--- src/design/tccw_pkg.sv ---
`timescale 1ns / 1ps
// ============================================================================
// tccw_pkg
// Shared types and constants of the text console cursor writer.
// ============================================================================
package tccw_pkg;

    localparam int COLUMNS    = 80;
    localparam int STATUS_ROW = 23;

    localparam int ROW_W    = 5;
    localparam int COL_W    = 7;
    localparam int ADDR_W   = 11;
    localparam int PROD_W   = 12;
    localparam int CHAR_W   = 8;
    localparam int COLOUR_W = 8;
    localparam int REQ_W    = 2;
    localparam int OP_W     = 2;
    localparam int ACC_W    = 11;
    localparam int CNT_W    = 2;

    localparam logic [REQ_W-1:0] REQ_WRITE  = 2'd0;
    localparam logic [REQ_W-1:0] REQ_ENTER  = 2'd1;
    localparam logic [REQ_W-1:0] REQ_LEAVE  = 2'd2;

    localparam logic [OP_W-1:0] OP_STORE  = 2'd0;
    localparam logic [OP_W-1:0] OP_SCROLL = 2'd1;
    localparam logic [OP_W-1:0] OP_CLEAR  = 2'd2;

    localparam logic [CHAR_W-1:0] CH_BLANK = 8'h20;
    localparam logic [CHAR_W-1:0] CH_CR    = 8'h0D;
    localparam logic [CHAR_W-1:0] CH_LF    = 8'h0A;
    localparam logic [CHAR_W-1:0] CH_TILDE = 8'h7E;
    localparam logic [CHAR_W-1:0] CH_A_ACUTE_OUT = 8'hA0;
    localparam logic [CHAR_W-1:0] CH_E_ACUTE_OUT = 8'h82;

    localparam logic [ACC_W-1:0] CP_A_ACUTE = 11'h0E1;
    localparam logic [ACC_W-1:0] CP_E_ACUTE = 11'h0E9;

    localparam logic [ROW_W-1:0]  ROW_STATUS = ROW_W'(STATUS_ROW);
    localparam logic [ROW_W-1:0]  ROW_BOTTOM = ROW_W'(STATUS_ROW - 1);
    localparam logic [COL_W-1:0]  COL_LIMIT  = COL_W'(COLUMNS);
    localparam logic [ADDR_W-1:0] STATUS_ADDR = ADDR_W'(STATUS_ROW * COLUMNS);

    localparam logic [COLOUR_W-1:0] STATUS_COLOUR_RST = 8'd1;

    typedef struct packed {
        logic [REQ_W-1:0]    req_type;
        logic [CHAR_W-1:0]   char_code;
        logic [COLOUR_W-1:0] char_colour;
        logic                utf8_on;
    } tccw_req_t;

    typedef struct packed {
        logic [OP_W-1:0]     op;
        logic [ADDR_W-1:0]   cell_addr;
        logic [CHAR_W-1:0]   cell_char;
        logic [COLOUR_W-1:0] cell_colour;
        logic                last;
    } tccw_result_t;

    typedef struct packed {
        logic [ROW_W-1:0] row;
        logic [COL_W-1:0] col;
        logic [ROW_W-1:0] saved_row;
        logic [COL_W-1:0] saved_col;
        logic             scroll_en;
        logic [ACC_W-1:0] accum;
    } tccw_state_t;

    localparam tccw_state_t STATE_RST = '{
        row: '0, col: '0, saved_row: '0, saved_col: '0, scroll_en: 1'b1, accum: '0
    };

endpackage

--- src/design/tccw_step.sv ---
`timescale 1ns / 1ps
// ============================================================================
// tccw_step
// Cursor update for one request: next cursor state and up to two commands.
// ============================================================================
module tccw_step (
    input  tccw_pkg::tccw_state_t          state,
    input  tccw_pkg::tccw_req_t            req,
    input  logic [tccw_pkg::COLOUR_W-1:0]  status_colour,
    output tccw_pkg::tccw_state_t          state_next,
    output tccw_pkg::tccw_result_t         res0,
    output tccw_pkg::tccw_result_t         res1,
    output logic [tccw_pkg::CNT_W-1:0]     num_res
);
    import tccw_pkg::*;

    logic [ACC_W-1:0]  acc_in;
    logic [ACC_W-1:0]  acc_cont;
    logic [CHAR_W-1:0] ch;
    logic              print;
    logic              do_scroll;
    logic [ROW_W-1:0]  row_w;
    logic [COL_W-1:0]  col_w;
    logic [COL_W-1:0]  col_inc;
    logic [PROD_W-1:0] addr_full;
    tccw_result_t      store_res;
    tccw_result_t      scroll_res;

    always_comb
    begin
        state_next = state;
        res0       = '0;
        res1       = '0;
        num_res    = '0;
        print      = 1'b0;
        ch         = req.char_code;
        acc_in     = req.utf8_on ? state.accum : '0;
        acc_cont   = acc_in | {5'd0, req.char_code[5:0]};
        do_scroll  = state.scroll_en && (state.row >= ROW_STATUS);
        row_w      = do_scroll ? ROW_BOTTOM : state.row;
        col_w      = (state.col >= COL_LIMIT) ? '0 : state.col;
        col_inc    = col_w + 1'b1;
        addr_full  = PROD_W'(row_w) * PROD_W'(COLUMNS) + PROD_W'(col_w);

        store_res.op          = OP_STORE;
        store_res.cell_addr   = addr_full[ADDR_W-1:0];
        store_res.cell_char   = ch;
        store_res.cell_colour = req.char_colour;
        store_res.last        = 1'b1;
        scroll_res.op          = OP_SCROLL;
        scroll_res.cell_addr   = '0;
        scroll_res.cell_char   = CH_BLANK;
        scroll_res.cell_colour = '0;
        scroll_res.last        = 1'b0;

        unique case (req.req_type)
            REQ_ENTER:
            begin
                state_next.scroll_en = 1'b0;
                state_next.saved_row = state.row;
                state_next.saved_col = state.col;
                state_next.row       = ROW_STATUS;
                state_next.col       = '0;
                res0.op          = OP_CLEAR;
                res0.cell_addr   = STATUS_ADDR;
                res0.cell_char   = CH_BLANK;
                res0.cell_colour = status_colour;
                res0.last        = 1'b1;
                num_res          = 2'd1;
            end
            REQ_LEAVE:
            begin
                state_next.scroll_en = 1'b1;
                state_next.row       = state.saved_row;
                state_next.col       = state.saved_col;
            end
            REQ_WRITE:
            begin
                state_next.accum = acc_in;
                if (req.char_code == CH_CR || req.char_code == CH_LF)
                begin
                    if (state.col != '0)
                    begin
                        state_next.col = '0;
                        if (state.scroll_en && state.row < ROW_STATUS)
                            state_next.row = state.row + 1'b1;
                    end
                end
                else if (req.utf8_on && req.char_code[7])
                begin
                    if (req.char_code[7:5] == 3'b110)
                    begin
                        state_next.accum = {req.char_code[4:0], 6'd0};
                    end
                    else
                    begin
                        state_next.accum = '0;
                        print            = 1'b1;
                        if (req.char_code[7:6] == 2'b10 && acc_cont == CP_A_ACUTE)
                            ch = CH_A_ACUTE_OUT;
                        else if (req.char_code[7:6] == 2'b10 && acc_cont == CP_E_ACUTE)
                            ch = CH_E_ACUTE_OUT;
                        else
                            ch = CH_TILDE;
                    end
                end
                else
                begin
                    print = 1'b1;
                end

                if (print)
                begin
                    store_res.cell_char = ch;
                    if (col_inc >= COL_LIMIT)
                    begin
                        state_next.col = '0;
                        if (state.scroll_en && row_w < ROW_STATUS)
                            state_next.row = row_w + 1'b1;
                        else
                            state_next.row = row_w;
                    end
                    else
                    begin
                        state_next.col = col_inc;
                        state_next.row = row_w;
                    end
                    if (do_scroll)
                    begin
                        res0    = scroll_res;
                        res1    = store_res;
                        num_res = 2'd2;
                    end
                    else
                    begin
                        res0    = store_res;
                        num_res = 2'd1;
                    end
                end
            end
            default:
            begin
            end
        endcase
    end

endmodule

--- src/design/tccw_outq.sv ---
`timescale 1ns / 1ps
// ============================================================================
// tccw_outq
// Two-slot result queue; takes up to two commands per cycle, shows one.
// ============================================================================
module tccw_outq (
    input  logic                           clk,
    input  logic                           rst_n,
    input  logic                           push,
    input  logic [tccw_pkg::CNT_W-1:0]     num_res,
    input  tccw_pkg::tccw_result_t         res0,
    input  tccw_pkg::tccw_result_t         res1,
    input  logic                           out_stall,
    output logic                           out_valid,
    output tccw_pkg::tccw_result_t         head,
    output logic [tccw_pkg::CNT_W-1:0]     room
);
    import tccw_pkg::*;

    tccw_result_t       slot0_reg, slot0_next;
    tccw_result_t       slot1_reg, slot1_next;
    logic [CNT_W-1:0]   cnt_reg, cnt_next;
    logic [CNT_W-1:0]   cnt_pop;
    logic               pop;

    assign out_valid = (cnt_reg != '0);
    assign head      = slot0_reg;
    assign pop       = out_valid && !out_stall;
    assign cnt_pop   = cnt_reg - CNT_W'(pop);
    assign room      = 2'd2 - cnt_pop;

    always_comb
    begin
        slot0_next = pop ? slot1_reg : slot0_reg;
        slot1_next = slot1_reg;
        cnt_next   = cnt_pop;
        if (push && num_res != '0)
        begin
            cnt_next = cnt_pop + num_res;
            if (cnt_pop == '0)
            begin
                slot0_next = res0;
                slot1_next = res1;
            end
            else
            begin
                slot1_next = res0;
            end
        end
    end

    always_ff @(posedge clk or negedge rst_n)
    begin
        if (!rst_n)
            cnt_reg <= '0;
        else
            cnt_reg <= cnt_next;
    end

    always_ff @(posedge clk)
    begin
        slot0_reg <= slot0_next;
        slot1_reg <= slot1_next;
    end

endmodule

--- src/design/text_console_cursor_writer_unit.sv ---
`timescale 1ns / 1ps
// ============================================================================
// text_console_cursor_writer_unit
// Cursor writer for an 80-column text screen: turns print and status-line
// requests into cell-store, scroll and clear commands.
// ============================================================================
//  channel | signals                                      | dir
//  --------+----------------------------------------------+-----
//  in      | in_valid, in_stall, req_type, char_code,     | in
//          | char_colour, utf8_on                         |
//  out     | out_valid, out_stall, op, cell_addr,         | out
//          | cell_char, cell_colour, last                 |
//  cfg     | cfg_valid, cfg_ready, cfg_data               | in
//
//  One request word per cycle while in_stall is low; a request is registered,
//  and its result words then pass through the result queue registers. A print
//  that scrolls gives two words; the result queue port shows one word at a time.
//  Async reset clears cursor, saved cursor, accumulator; scrolling on,
//  status colour 1. No clearing pass.
//  out_stall backs up into in_stall once the queue cannot take the next word.
// ============================================================================
module text_console_cursor_writer_unit (
    input  logic                            clk,
    input  logic                            rst_n,
    input  logic                            in_valid,
    output logic                            in_stall,
    input  logic [tccw_pkg::REQ_W-1:0]      req_type,
    input  logic [tccw_pkg::CHAR_W-1:0]     char_code,
    input  logic [tccw_pkg::COLOUR_W-1:0]   char_colour,
    input  logic                            utf8_on,
    output logic                            out_valid,
    input  logic                            out_stall,
    output logic [tccw_pkg::OP_W-1:0]       op,
    output logic [tccw_pkg::ADDR_W-1:0]     cell_addr,
    output logic [tccw_pkg::CHAR_W-1:0]     cell_char,
    output logic [tccw_pkg::COLOUR_W-1:0]   cell_colour,
    output logic                            last,
    input  logic                            cfg_valid,
    output logic                            cfg_ready,
    input  logic [tccw_pkg::COLOUR_W-1:0]   cfg_data
);
    import tccw_pkg::*;

    logic                  req_vld_reg, req_vld_next;
    tccw_req_t             req_reg;
    tccw_state_t           state_reg, state_next;
    logic [COLOUR_W-1:0]   status_colour_reg;
    tccw_result_t          res0, res1, head;
    logic [CNT_W-1:0]      num_res, room;
    logic                  advance, accept;

    assign cfg_ready = 1'b1;
    assign advance   = req_vld_reg && (num_res <= room);
    assign in_stall  = req_vld_reg && !advance;
    assign accept    = in_valid && !in_stall;
    assign req_vld_next = accept || (req_vld_reg && !advance);

    tccw_step u_step (
        .state         (state_reg),
        .req           (req_reg),
        .status_colour (status_colour_reg),
        .state_next    (state_next),
        .res0          (res0),
        .res1          (res1),
        .num_res       (num_res)
    );

    tccw_outq u_outq (
        .clk       (clk),
        .rst_n     (rst_n),
        .push      (advance),
        .num_res   (num_res),
        .res0      (res0),
        .res1      (res1),
        .out_stall (out_stall),
        .out_valid (out_valid),
        .head      (head),
        .room      (room)
    );

    assign op          = head.op;
    assign cell_addr   = head.cell_addr;
    assign cell_char   = head.cell_char;
    assign cell_colour = head.cell_colour;
    assign last        = head.last;

    always_ff @(posedge clk or negedge rst_n)
    begin
        if (!rst_n)
        begin
            req_vld_reg       <= 1'b0;
            state_reg         <= STATE_RST;
            status_colour_reg <= STATUS_COLOUR_RST;
        end
        else
        begin
            req_vld_reg <= req_vld_next;
            if (advance)
                state_reg <= state_next;
            if (cfg_valid && cfg_ready)
                status_colour_reg <= cfg_data;
        end
    end

    always_ff @(posedge clk)
    begin
        if (accept)
        begin
            req_reg.req_type    <= req_type;
            req_reg.char_code   <= char_code;
            req_reg.char_colour <= char_colour;
            req_reg.utf8_on     <= utf8_on;
        end
    end

endmodule

--- config.mk ---
export PLATFORM = sky130hd
export DESIGN_NAME = text_console_cursor_writer_unit
export DESIGN_NICKNAME = d
export VERILOG_FILES = /design/src/design/tccw_pkg.sv /design/src/design/tccw_step.sv /design/src/design/tccw_outq.sv /design/src/design/text_console_cursor_writer_unit.sv
export SDC_FILE = /design/constraint.sdc
export NUM_CORES = 1
export LEC_CHECK = 0
export BUFFER_PORTS_ARGS = -buffer_cell sky130_fd_sc_hd__buf_4
export CAP_MARGIN = 25
export CORE_UTILIZATION = 53
export DETAILED_ROUTE_END_ITERATION = 8
export PLACE_DENSITY = 0.84
export SLEW_MARGIN = 25
export SYNTH_ARGS = -nofsm -noshare
export SYNTH_HDL_FRONTEND = slang
export SYNTH_SLANG_ARGS = --single-unit
--- constraint.sdc ---
create_clock -name clk -period 4.25 [get_ports clk]
set_input_delay 0 -clock clk [delete_from_list [all_inputs] [get_ports clk]]
set_output_delay 0 -clock clk [all_outputs]
set_load 0.1 [all_outputs]
==> qor.csv <==
metric,value,unit
critPathKind,flip-flop to flip-flop,
syn2layout_area_growth,26.2,%
ys.flop_type,edfxtp_1,
syn_nets,635,
routed_via_density,5.98,
n_antenna_cell,0,
hold_path.class,primary input to asynchronous set/reset pin,
cts_tree,done,
worst_pin_slew,0.831,ns
max_slew_margin,0.446,
syn_inst,580,
drtIter0Drc,451,
grt_util_all_layers,0.283,
start_kind,flip-flop,
yosysWarningCount,0,
layout_common_cells,"78 x nand2_1, 74 x buf_4, 49 x edfxtp_1, 45 x dfrtp_1, 37 x dlygate4sd3_1",
remaining_drc_errors,0,
die_y,110,um
drv_slew,0,
pin_count,65,
grt-ovfl-total,0,
clk_latency,0.43,ns
syn_area_per_cell,10.6,um^2
place_congestion,0.872,
crit_fanout,18,
cp.required,4.56,ns
synth_area,6140,um^2
grt.met2_usage,0.459,
vias,4955,
finClkSkew,0.00641,ns
cts.sinks,126,
post-route-min-period,3.70,ns
synth_cell_types,64,
hold_violations,0,
drive_gt1_frac,0.209,
htree_levels,4,
root_buffer,clkbuf_16,
largest_register_ffs,36,
ant_nets,0,
critPathArrivalTime,4.00,ns
floorplan.rows,38,
seq_area_frac_synth,0.530,
drt-pass1-iter-count,5,
fin_crit_sh,0.869,
cts_buffers,17,
grt.met3_usage,0.0670,
grt_pass1_wl,25.3,mm
mostFrequentLayoutCell,nand2_1,
maxCapViolations,0,
rsz0062_at_grt,false,
numPortBuffers,63,
core_area,11100,um^2
grt_max_degree,48,
routed_wl,15.7,mm
synthArstFlopShare,0.373,
startpoint,req_reg[17]$_DFFE_PP_,
cts_setup_buffers,0,
clk_path_buf_depth,2,
synth-seq-cells,126,
initial_core_util,0.554,
endpoint_kind,flip-flop,
synth-edff-count,49,
wl_per_cell,19.0,um
status,completed,
use_met1,0.352,
grt_most_used_layer,met2,
place_hpwl,9.54,mm
path_clk_slew,0.06,ns
regToRegStartpoint,req_reg[17]$_DFFE_PP_,
hold_ws,0.141,ns
fin_nets,730,
chipWidth,110,um
die_area,12000,um^2
grt_pass1_vias,5031,
antenna_found_initial,0,
fmax,271,MHz
finalSetupViolations,0,
setup_tns,0,ns
[stage by stage]
step / setup WS (ns) / util / cell area (um^2) / instances
6_report: 0.555 / 0.699 / 7750 / 828
5_1_grt: 0.197 / 0.699 / 7750 / 828
3_5_place_dp: 0.418 / 0.608 / 6730 / 759
2_1_floorplan: 0.269 / - / 6150 / 580
4_1_cts: 0.413 / 0.699 / 7740 / 828
3_3_place_gp: 0.614 / 0.608 / 6730 / 759
[layout make-up]
cell class | count | area [um^2]
Clock buffer | 22 | 485
Clock inverter | 10 | 156
Fill cell | 730 | 3330
Inverter | 22 | 82.6
Multi-Input combinational cell | 397 | 2670
Sequential cell | 126 | 3250
Tap cell | 140 | 175
Timing Repair Buffer | 111 | 926
[layer usage]
layer | vias to the layer above | wire (um)
li1 | 2297 | -
met3 | 40 | 950
met5 | - | 0
met1 | 2403 | 6610
met2 | 215 | 7710
met4 | 0 | 449
[critical path: stages, from the launching register on]
cell and delay, ns:
edfxtp_1 0.43, inv_1 0.11, ha_1 0.32, inv_1 0.19, nor3_4 0.41, nand2_1 0.12
inv_1 0.08, ha_1 0.25, nor2b_1 0.17, o21ai_2 0.33, o211ai_4 0.27, a21oi_2 0.38
o21ai_0 0.15, a221o_1 0.37
[synthesized netlist by cell type, drive strengths merged, types with 20 or more instances]
| cell | count | area [um^2] |
|---|---|---|
| a21oi | 38 | 198 |
| clkbuf | 26 | 97.6 |
| dfrtp | 45 | 1130 |
| dfxtp | 30 | 601 |
| edfxtp | 49 | 1470 |
| ha | 21 | 263 |
| inv | 22 | 82.6 |
| mux2 | 21 | 236 |
| nand2 | 78 | 293 |
| nor2 | 26 | 97.6 |
| o21ai | 20 | 100 |
[cell families (layout without fill, tap and decap cells)]
| kind of cell | after synthesis | after routing | synth area share |
|---|---|---|---|
| buffers and inverters | 57 | 165 | 0.0375 |
| adders and majority gates | 24 | 24 | 0.0510 |
| and+or+nand+nor | 189 | 189 | 0.155 |
| muxes | 31 | 31 | 0.0548 |
| xor gates and xnor gates | 15 | 15 | 0.0214 |
| other | 1 | 1 | 0.000611 |
| AOI/OAI and AO/OA | 137 | 137 | 0.150 |
| DFF | 126 | 126 | 0.530 |
[path summary, 6_finish.rpt]
path / end / slack, ns / depth (start not counted)
max: state_reg[33]$_DFFE_PN0P_ / 0.55 / 13
min: state_reg[14]$_DFFE_PN0P_ / 0.14 / 2
max reg2reg: state_reg[33]$_DFFE_PN0P_ / 0.55 / 13
min reg2reg: u_outq.head[22]$_DFF_P_ / 0.49 / 2
max in group asynchronous: state_reg[2]$_DFFE_PN0P_ / 3.67 / 2
min in group clk: u_outq.cnt_reg[0]$_DFF_PN0_ / 0.20 / 5
[timing repair]
action	4_1_cts	5_1_grt
hold buffers	37	0
gates resized for setup	0	1
endpoints found under the hold margin	73	0
endpoints found under the setup margin	0	1
Power is not shown: default switching activity piles up to over one toggle a cycle in this logic, so the estimate is an artifact.
